<file path="src/stuffed_command_frame_builder_macros.svh">
`ifndef STUFFED_COMMAND_FRAME_BUILDER_MACROS_SVH
`define STUFFED_COMMAND_FRAME_BUILDER_MACROS_SVH

// same-cycle implication, disabled while in reset
`define SCFB_ASSERT_NOW(label, clk, rst_n, ante, cons) \
  label: assert property (@(posedge clk) disable iff (!rst_n) (ante) |-> (cons)) \
    else $error("scfb assertion failed");

// next-cycle implication, disabled while in reset
`define SCFB_ASSERT_NEXT(label, clk, rst_n, ante, cons) \
  label: assert property (@(posedge clk) disable iff (!rst_n) (ante) |=> (cons)) \
    else $error("scfb assertion failed");

`endif

</file>
<file path="src/scfb_pkg.sv">
package scfb_pkg;

  localparam int BODY_LEN   = 14;
  localparam int BODY_IDX_W = $clog2(BODY_LEN);
  localparam int CFG_IDX_W  = 2;

  localparam logic [CFG_IDX_W-1:0] CFG_FLAG   = 2'd0;
  localparam logic [CFG_IDX_W-1:0] CFG_ESCAPE = 2'd1;

  localparam logic [7:0] FLAG_RESET   = 8'd126;
  localparam logic [7:0] ESCAPE_RESET = 8'd125;

  typedef struct packed {
    logic [7:0]         command_code;
    logic [7:0]         motor_index;
    logic signed [31:0] motor_speed;
    logic [7:0]         relay_index;
    logic [7:0]         relay_state;
    logic [7:0]         switch_index;
    logic [7:0]         switch_state;
  } in_t;

  typedef struct packed {
    logic [7:0] out_byte;
    logic       frame_end;
  } out_t;

  // body[i] is the i-th body byte on the wire
  typedef struct packed {
    logic [BODY_LEN-1:0][7:0] body;
    logic [BODY_LEN-1:0]      esc_mask;
  } frame_t;

  typedef struct packed {
    logic empty;
    logic full;
  } q_stat_t;

endpackage

</file>
<file path="src/stuffed_command_frame_builder.sv">
// a transferred command is written into the frame queue, then the back end registers the frame's first byte
// throughput: one output byte per cycle while out_stall is low; a frame is 16 to 30 bytes by escape count
// the byte sequencer in the back end sets the rate; a frame queue decouples the input
// reset: synchronous active-low rst_n clears frame id to 0, empties the queue,
// drops out_valid and loads flag 0x7e and escape 0x7d
`include "stuffed_command_frame_builder_macros.svh"

module stuffed_command_frame_builder #(
  parameter int QUEUE_DEPTH = 2
) (
  input  logic                               clk,
  input  logic                               rst_n,
  input  logic                               in_valid,
  output logic                               in_stall,
  input  scfb_pkg::in_t                      in_data,
  output logic                               out_valid,
  input  logic                               out_stall,
  output scfb_pkg::out_t                     out_data,
  input  logic                               cfg_valid,
  output logic                               cfg_ready,
  input  logic [scfb_pkg::CFG_IDX_W-1:0]     cfg_index,
  input  logic [7:0]                         cfg_data
);
  import scfb_pkg::*;

  logic [7:0] flag_r, flag_nxt;
  logic [7:0] escape_r, escape_nxt;
  logic       push, pop;
  frame_t     push_data, head;
  q_stat_t    q_stat;

  assign cfg_ready = 1'b1;

  always_comb begin
    flag_nxt   = flag_r;
    escape_nxt = escape_r;
    if (cfg_valid && cfg_ready) begin
      case (cfg_index)
        CFG_FLAG:   flag_nxt   = cfg_data;
        CFG_ESCAPE: escape_nxt = cfg_data;
        default: begin
        end
      endcase
    end
  end

  always_ff @(posedge clk) begin
    if (!rst_n) begin
      flag_r   <= FLAG_RESET;
      escape_r <= ESCAPE_RESET;
    end else begin
      flag_r   <= flag_nxt;
      escape_r <= escape_nxt;
    end
  end

  scfb_front u_front (
    .clk        (clk),
    .rst_n      (rst_n),
    .in_valid   (in_valid),
    .in_stall   (in_stall),
    .in_data    (in_data),
    .flag_val   (flag_r),
    .escape_val (escape_r),
    .q_stat     (q_stat),
    .push       (push),
    .push_data  (push_data)
  );

  scfb_queue #(
    .DEPTH (QUEUE_DEPTH)
  ) u_queue (
    .clk       (clk),
    .rst_n     (rst_n),
    .push      (push),
    .push_data (push_data),
    .pop       (pop),
    .head      (head),
    .q_stat    (q_stat)
  );

  scfb_back u_back (
    .clk        (clk),
    .rst_n      (rst_n),
    .head       (head),
    .q_stat     (q_stat),
    .pop        (pop),
    .flag_val   (flag_r),
    .escape_val (escape_r),
    .out_valid  (out_valid),
    .out_stall  (out_stall),
    .out_data   (out_data)
  );

  `SCFB_ASSERT_NOW(a_end_is_flag, clk, rst_n, out_valid && out_data.frame_end, out_data.out_byte == flag_r)
  `SCFB_ASSERT_NEXT(a_push_fills_queue, clk, rst_n, push, !q_stat.empty)
  `SCFB_ASSERT_NEXT(a_pop_closes_frame, clk, rst_n, pop, out_valid && out_data.frame_end)

endmodule

</file>
<file path="src/scfb_front.sv">
module scfb_front (
  input  logic            clk,
  input  logic            rst_n,
  input  logic            in_valid,
  output logic            in_stall,
  input  scfb_pkg::in_t   in_data,
  input  logic [7:0]      flag_val,
  input  logic [7:0]      escape_val,
  input  scfb_pkg::q_stat_t q_stat,
  output logic            push,
  output scfb_pkg::frame_t push_data
);
  import scfb_pkg::*;

  logic [31:0] frame_id_r;
  logic [31:0] frame_id_nxt;

  assign in_stall = q_stat.full;
  assign push     = in_valid && !q_stat.full;

  always_comb begin
    frame_id_nxt = frame_id_r;
    if (push) begin
      frame_id_nxt = frame_id_r + 32'd1;
    end
  end

  always_ff @(posedge clk) begin
    if (!rst_n) begin
      frame_id_r <= 32'd0;
    end else begin
      frame_id_r <= frame_id_nxt;
    end
  end

  // body layout, big-endian words
  always_comb begin
    push_data.body[0]  = frame_id_r[31:24];
    push_data.body[1]  = frame_id_r[23:16];
    push_data.body[2]  = frame_id_r[15:8];
    push_data.body[3]  = frame_id_r[7:0];
    push_data.body[4]  = in_data.command_code;
    push_data.body[5]  = in_data.motor_index;
    push_data.body[6]  = in_data.motor_speed[31:24];
    push_data.body[7]  = in_data.motor_speed[23:16];
    push_data.body[8]  = in_data.motor_speed[15:8];
    push_data.body[9]  = in_data.motor_speed[7:0];
    push_data.body[10] = in_data.relay_index;
    push_data.body[11] = in_data.relay_state;
    push_data.body[12] = in_data.switch_index;
    push_data.body[13] = in_data.switch_state;
    for (int i = 0; i < BODY_LEN; i++) begin
      push_data.esc_mask[i] = (push_data.body[i] == flag_val) ||
                              (push_data.body[i] == escape_val);
    end
  end

endmodule

</file>
<file path="src/scfb_queue.sv">
module scfb_queue #(
  parameter int DEPTH = 2
) (
  input  logic              clk,
  input  logic              rst_n,
  input  logic              push,
  input  scfb_pkg::frame_t  push_data,
  input  logic              pop,
  output scfb_pkg::frame_t  head,
  output scfb_pkg::q_stat_t q_stat
);
  import scfb_pkg::*;

  localparam int PTR_W = $clog2(DEPTH);
  localparam int CNT_W = $clog2(DEPTH + 1);

  frame_t             mem_r [DEPTH];
  logic [PTR_W-1:0]   wr_ptr_r, wr_ptr_nxt;
  logic [PTR_W-1:0]   rd_ptr_r, rd_ptr_nxt;
  logic [CNT_W-1:0]   count_r, count_nxt;

  assign head         = mem_r[rd_ptr_r];
  assign q_stat.empty = (count_r == '0);
  assign q_stat.full  = (count_r == CNT_W'(DEPTH));

  always_comb begin
    wr_ptr_nxt = wr_ptr_r;
    rd_ptr_nxt = rd_ptr_r;
    count_nxt  = count_r;
    if (push) begin
      wr_ptr_nxt = (wr_ptr_r == PTR_W'(DEPTH - 1)) ? '0 : wr_ptr_r + PTR_W'(1);
    end
    if (pop) begin
      rd_ptr_nxt = (rd_ptr_r == PTR_W'(DEPTH - 1)) ? '0 : rd_ptr_r + PTR_W'(1);
    end
    if (push && !pop) begin
      count_nxt = count_r + CNT_W'(1);
    end else if (pop && !push) begin
      count_nxt = count_r - CNT_W'(1);
    end
  end

  always_ff @(posedge clk) begin
    if (!rst_n) begin
      wr_ptr_r <= '0;
      rd_ptr_r <= '0;
      count_r  <= '0;
    end else begin
      wr_ptr_r <= wr_ptr_nxt;
      rd_ptr_r <= rd_ptr_nxt;
      count_r  <= count_nxt;
    end
  end

  always_ff @(posedge clk) begin
    if (push) begin
      mem_r[wr_ptr_r] <= push_data;
    end
  end

endmodule

</file>
<file path="src/scfb_back.sv">
module scfb_back (
  input  logic              clk,
  input  logic              rst_n,
  input  scfb_pkg::frame_t  head,
  input  scfb_pkg::q_stat_t q_stat,
  output logic              pop,
  input  logic [7:0]        flag_val,
  input  logic [7:0]        escape_val,
  output logic              out_valid,
  input  logic              out_stall,
  output scfb_pkg::out_t    out_data
);
  import scfb_pkg::*;

  typedef enum logic [2:0] {
    ST_OPEN  = 3'b001,
    ST_BODY  = 3'b010,
    ST_CLOSE = 3'b100
  } stage_t;

  stage_t                stage_r, stage_nxt;
  logic [BODY_IDX_W-1:0] idx_r, idx_nxt;
  logic                  esc_done_r, esc_done_nxt;
  logic                  out_valid_r, out_valid_nxt;
  out_t                  out_data_r, out_data_nxt;
  logic                  load;

  assign load      = !out_valid_r || !out_stall;
  assign out_valid = out_valid_r;
  assign out_data  = out_data_r;

  always_comb begin
    stage_nxt     = stage_r;
    idx_nxt       = idx_r;
    esc_done_nxt  = esc_done_r;
    out_valid_nxt = out_valid_r;
    out_data_nxt  = out_data_r;
    pop           = 1'b0;
    if (load) begin
      out_valid_nxt = 1'b0;
      if (!q_stat.empty) begin
        out_valid_nxt = 1'b1;
        case (stage_r)
          ST_OPEN: begin
            out_data_nxt = '{out_byte: flag_val, frame_end: 1'b0};
            stage_nxt    = ST_BODY;
            idx_nxt      = '0;
            esc_done_nxt = 1'b0;
          end
          ST_BODY: begin
            if (head.esc_mask[idx_r] && !esc_done_r) begin
              out_data_nxt = '{out_byte: escape_val, frame_end: 1'b0};
              esc_done_nxt = 1'b1;
            end else begin
              out_data_nxt = '{out_byte: head.body[idx_r], frame_end: 1'b0};
              esc_done_nxt = 1'b0;
              if (idx_r == BODY_IDX_W'(BODY_LEN - 1)) begin
                stage_nxt = ST_CLOSE;
              end else begin
                idx_nxt = idx_r + BODY_IDX_W'(1);
              end
            end
          end
          ST_CLOSE: begin
            out_data_nxt = '{out_byte: flag_val, frame_end: 1'b1};
            stage_nxt    = ST_OPEN;
            pop          = 1'b1;
          end
          default: begin
            out_valid_nxt = 1'b0;
            stage_nxt     = ST_OPEN;
          end
        endcase
      end
    end
  end

  always_ff @(posedge clk) begin
    if (!rst_n) begin
      stage_r     <= ST_OPEN;
      idx_r       <= '0;
      esc_done_r  <= 1'b0;
      out_valid_r <= 1'b0;
    end else begin
      stage_r     <= stage_nxt;
      idx_r       <= idx_nxt;
      esc_done_r  <= esc_done_nxt;
      out_valid_r <= out_valid_nxt;
    end
  end

  always_ff @(posedge clk) begin
    out_data_r <= out_data_nxt;
  end

endmodule

</file>
<file path="config.mk">
export PLATFORM = sky130hd
export DESIGN_NAME = stuffed_command_frame_builder
export DESIGN_NICKNAME = d
export VERILOG_FILES = /design/src/scfb_pkg.sv /design/src/stuffed_command_frame_builder.sv /design/src/scfb_front.sv /design/src/scfb_queue.sv /design/src/scfb_back.sv
export VERILOG_INCLUDE_DIRS = /design/src /design/src/src
export SDC_FILE = /design/constraint.sdc
export NUM_CORES = 1
export LEC_CHECK = 0
export BUFFER_PORTS_ARGS = -buffer_cell sky130_fd_sc_hd__buf_2
export CORE_MARGIN = 2
export CORE_UTILIZATION = 30
export DETAILED_ROUTE_END_ITERATION = 8
export SYNTH_ARGS = -nofsm -noshare
export SYNTH_HDL_FRONTEND = slang
export SYNTH_SLANG_ARGS = --single-unit
export TNS_END_PERCENT = 30
</file>
<file path="constraint.sdc">
create_clock -name clk -period 14.8 [get_ports clk]
set_clock_uncertainty 0.2 [all_clocks]
set_input_delay 1.48 -clock clk [delete_from_list [all_inputs] [get_ports clk]]
set_output_delay 1.48 -clock clk [all_outputs]
set_load 0.01 [all_outputs]
</file>
==> metrics.md <==
| Metric | Value |
|---|---|
| HPWL Detailed | 29,900 um |
| Post-Synth XOR/XNOR Area | 13.8% |
| Initial core utilization | 30.4% |
| Fmax | 0.245 GHz |
| Resize count post-CTS | 0 |
| Synth warnings | 0 |
| M1 GR Usage | 22.2% |
| Slew headroom | 28.1% |
| NumNets Final | 1,376 |
| Critical path capture point type | flip-flop |
| Run status | completed |
| Syn nets | 1,303 |
| Simple-Gate Fraction of Synth Area | 10.5% |
| Top_reg_cell synth | edfxtp_1 |
| Clock slew at the register clock pins of the worst setup and hold paths | 0.06 ns |
| Reg power frac | 49.3% |
| Placed instance area | 16,700 um2 |
| Top-count cell post-synth | edfxtp_1 |
| Die Span X | 232 um |
| RSZ-0062 raised after global routing | no |
| Vias in the first global route | 10,074 |
| Switching Share | 24.3% |
| Cell chain of the critical path | buf_4 -> mux4_2 -> a22oi_1 -> a32oi_1 -> buf_4 -> or4_1 -> a21oi_1 |
| Die Y | 232 um |
| CTS Hold Buffers Added | 0 |
| RePlAce Congestion | 0.831 |
| Vias/cell | 5.10 |
| Register area share after synthesis | 58.3% |
| Die area | 53,800 um2 |
| Startpoint type of the worst setup path | flip-flop |
| Synth Instances | 1,204 |
| Antenna fix cells | 0 |
| First-pass GRT wire length | 64,500 um |
| CP Buf/Inv Count | 2 |
| Worst path most repeated cell | buf_4 |
| Clock latency on the worst-skew pair | 0.51 ns |
| Number of post-CTS setup repair buffers | 0 |
| Hold Slack | 0.264 ns |
| Fin crit period | 4.08 ns |
| Top Family by Delay on Critical Path | buffers and inverters |
| CTS max path bufs | 3 |
| DRT Pass-1 Iters | 5 |
| Max incr delay on CP | 0.89 ns |
| Max Cap Viol | 0 |
| Slew @ Worst Pin | 1.08 ns |
| Multiplexer share of the synthesized area | 8.88% |
| Pins over their slew limit | 0 |
| Final Cycle Share | 27.6% |
| Met3 Use GR | 3.09% |
| Cell taking the most area after synthesis | edfxtp_1 |
| Mapped Area | 15,600 um2 |
| Post-synthesis cell type count | 70 |
| Synth cell count leaders | edfxtp_1, xnor2_1, nand2_1 |
| Top Usage Layer GRT | met2 |
| Pleak | 5.58 nW |
| Setup TNS | 0 ns |
| Clock Tree Root | clkbuf_16 |
| Area growth from synthesis to layout | 14.6% |
| Buffers on Ports | 105 |
| Design Area, Final | 17,900 um2 |
| Post-synthesis adder-cell area fraction | 0.321% |
| Wire length per cell | 22.2 um |
| Worst setup path category | flip-flop to flip-flop |
| Comb pwr share | 11.0% |
| GRT Residual Overflow | 0 |
| Clock Sinks | 323 |
| CP Max Fanout | 59 |
| Synth Area in Compound Gates | 5.08% |
| CTS Buf Count | 35 |
| I/O Pins | 107 |
| Largest net degree at the start of global routing | 77 |
| Largest family of logic cells by synthesized area | XOR/XNOR gates |
| # setup viols final | 0 |
| Final Hold Fails | 0 |
| Internal power | 1.68 mW |
| Flops & latches, synth | 323 |
| M2 GR Usage | 25.0% |
| Post-Route WL | 44,000 um |
| Clock network fraction of design power | 39.7% |
| Std-Cell Rows | 83 |
| Post-synth EDFFs | 261 |
| Yosys top cell area share | 50.3% |
| Critical Path AT | 4.25 ns |
| CTS tree | done |
| Iteration-0 DRC Markers | 1,045 |
| Finished Core Util | 34.8% |
| Peak VDD IR | 0.0710 mV |
| Core Region | 51,300 um2 |
| Share of cells above drive strength 1 | 18.0% |
| Critical Path RT | 14.97 ns |
| Detail Route Antenna Nets | 0 |
| Sw power | 0.540 mW |
| HP Class | flip-flop to flip-flop |
| Async set-reset flop share out of synthesis | 0% |
| H-tree Lvls | 2 |
| # DRC | 0 |
| DR vias | 10,118 |
| Post-Syn Area per Cell | 12.9 um2 |
| GRT Total Usage | 16.1% |
| Initial antenna violation count | 0 |
| Dominant cells by area after synthesis | edfxtp_1, xnor2_1, dfxtp_1 |
| Power per cell area | 125 nW/um2 |
| CP max stage cell | buf_4 |
cells in the final DEF, fill, tap and decap left out, types with 7 or more instances in the layout:
master	netlist	layout
edfxtp_1	261	261
xnor2_1	235	235
buf_2	18	105
nand2_1	87	87
mux2i_1	73	73
nand4_1	68	68
dfxtp_1	62	61
nand3_1	43	43
clkbuf_16	0	38
a21oi_1	34	34
nor2_1	30	30
mux4_2	26	26
buf_4	6	24
a22oi_1	20	20
o21ai_0	17	17
o22ai_1	14	14
or3_1	11	11
xor2_1	10	10
nor2b_1	8	7
nand2b_1	7	7
o211ai_1	7	7
worst reg2reg max path, stage by stage (launching register included):
cell,delay [ns]
dfxtp_4,0.85
buf_4,0.93
mux4_2,0.74
a22oi_1,0.17
a32oi_1,0.12
buf_4,0.23
or4_1,0.55
a21oi_1,0.13
cell families (layout without fill, tap and decap cells):
family,Yosys count,after routing
xor gates and xnor gates,245,245
other,1,1
adders and majority gates,4,4
muxes,105,105
DFF,323,323
AOI/OAI and AO/OA,120,120
buffers and inverters,100,198
and+or+nand+nor,306,306
power groups by stage:
stage	Combinational [mW]	Clock, mW	Sequential (mW)
final	0.244	0.882	1.10
after global placement	0.240	0	1.11
after CTS	0.245	0.902	1.10
after global routing	0.263	0.932	1.10
after detailed placement	0.245	0	1.12
after floorplan	0.150	0	1.12
state kept, by name, summed over array words and instances, names as in the netlist, 2 cells and up, named ones only:
| register | cells |
|---|---|
| u_queue.mem_r | 252 |
| u_front.frame_id_r | 32 |
| u_back.out_data | 9 |
| escape_r | 8 |
| flag_r | 8 |
| u_back.idx_r | 4 |
| u_back.stage_r | 3 |
| u_queue.count_r | 2 |
layer usage:
layer	share of wire (%)	wire length, um	up-vias
li1	-	-	4607
met1	43	19000	5031
met2	45	19800	399
met3	8.1	3550	81
met4	3.7	1610	0
met5	0	0	-
metrics by stage:
stage	power (mW)	instances	setup slack, ns
after floorplan	1.27	1204	6.55
after global placement	1.35	1920	10.75
after detailed placement	1.36	1920	10.71
after CTS	2.25	1982	10.70
after global routing	2.30	1982	10.52
final	2.22	1982	10.72
path summary, 6_finish.rpt:
| path | slack [ns] | startpoint | endpoint | cells past startpoint |
|---|---|---|---|---|
| hold reg to reg | 0.26 | escape_r[1] | escape_r[1] | 2 |
| setup / recovery | 10.72 | flip-flop | u_back.out_data[1] | 7 |
| hold / removal | 0.26 | escape_r[1] | escape_r[1] | 2 |
| setup reg to reg | 10.72 | flip-flop | u_back.out_data[1] | 7 |
final cells by class:
type | count | area [um2]
Fill cell | 5049 | 33400
Inverter | 7 | 26.3
Timing Repair Buffer | 129 | 706
Clock buffer | 48 | 1030
Tap cell | 680 | 851
Sequential cell | 323 | 9080
Clock inverter | 14 | 136
Multi-Input combinational cell | 781 | 6030
No activity file was read; power rests on OpenSTA's default activity.
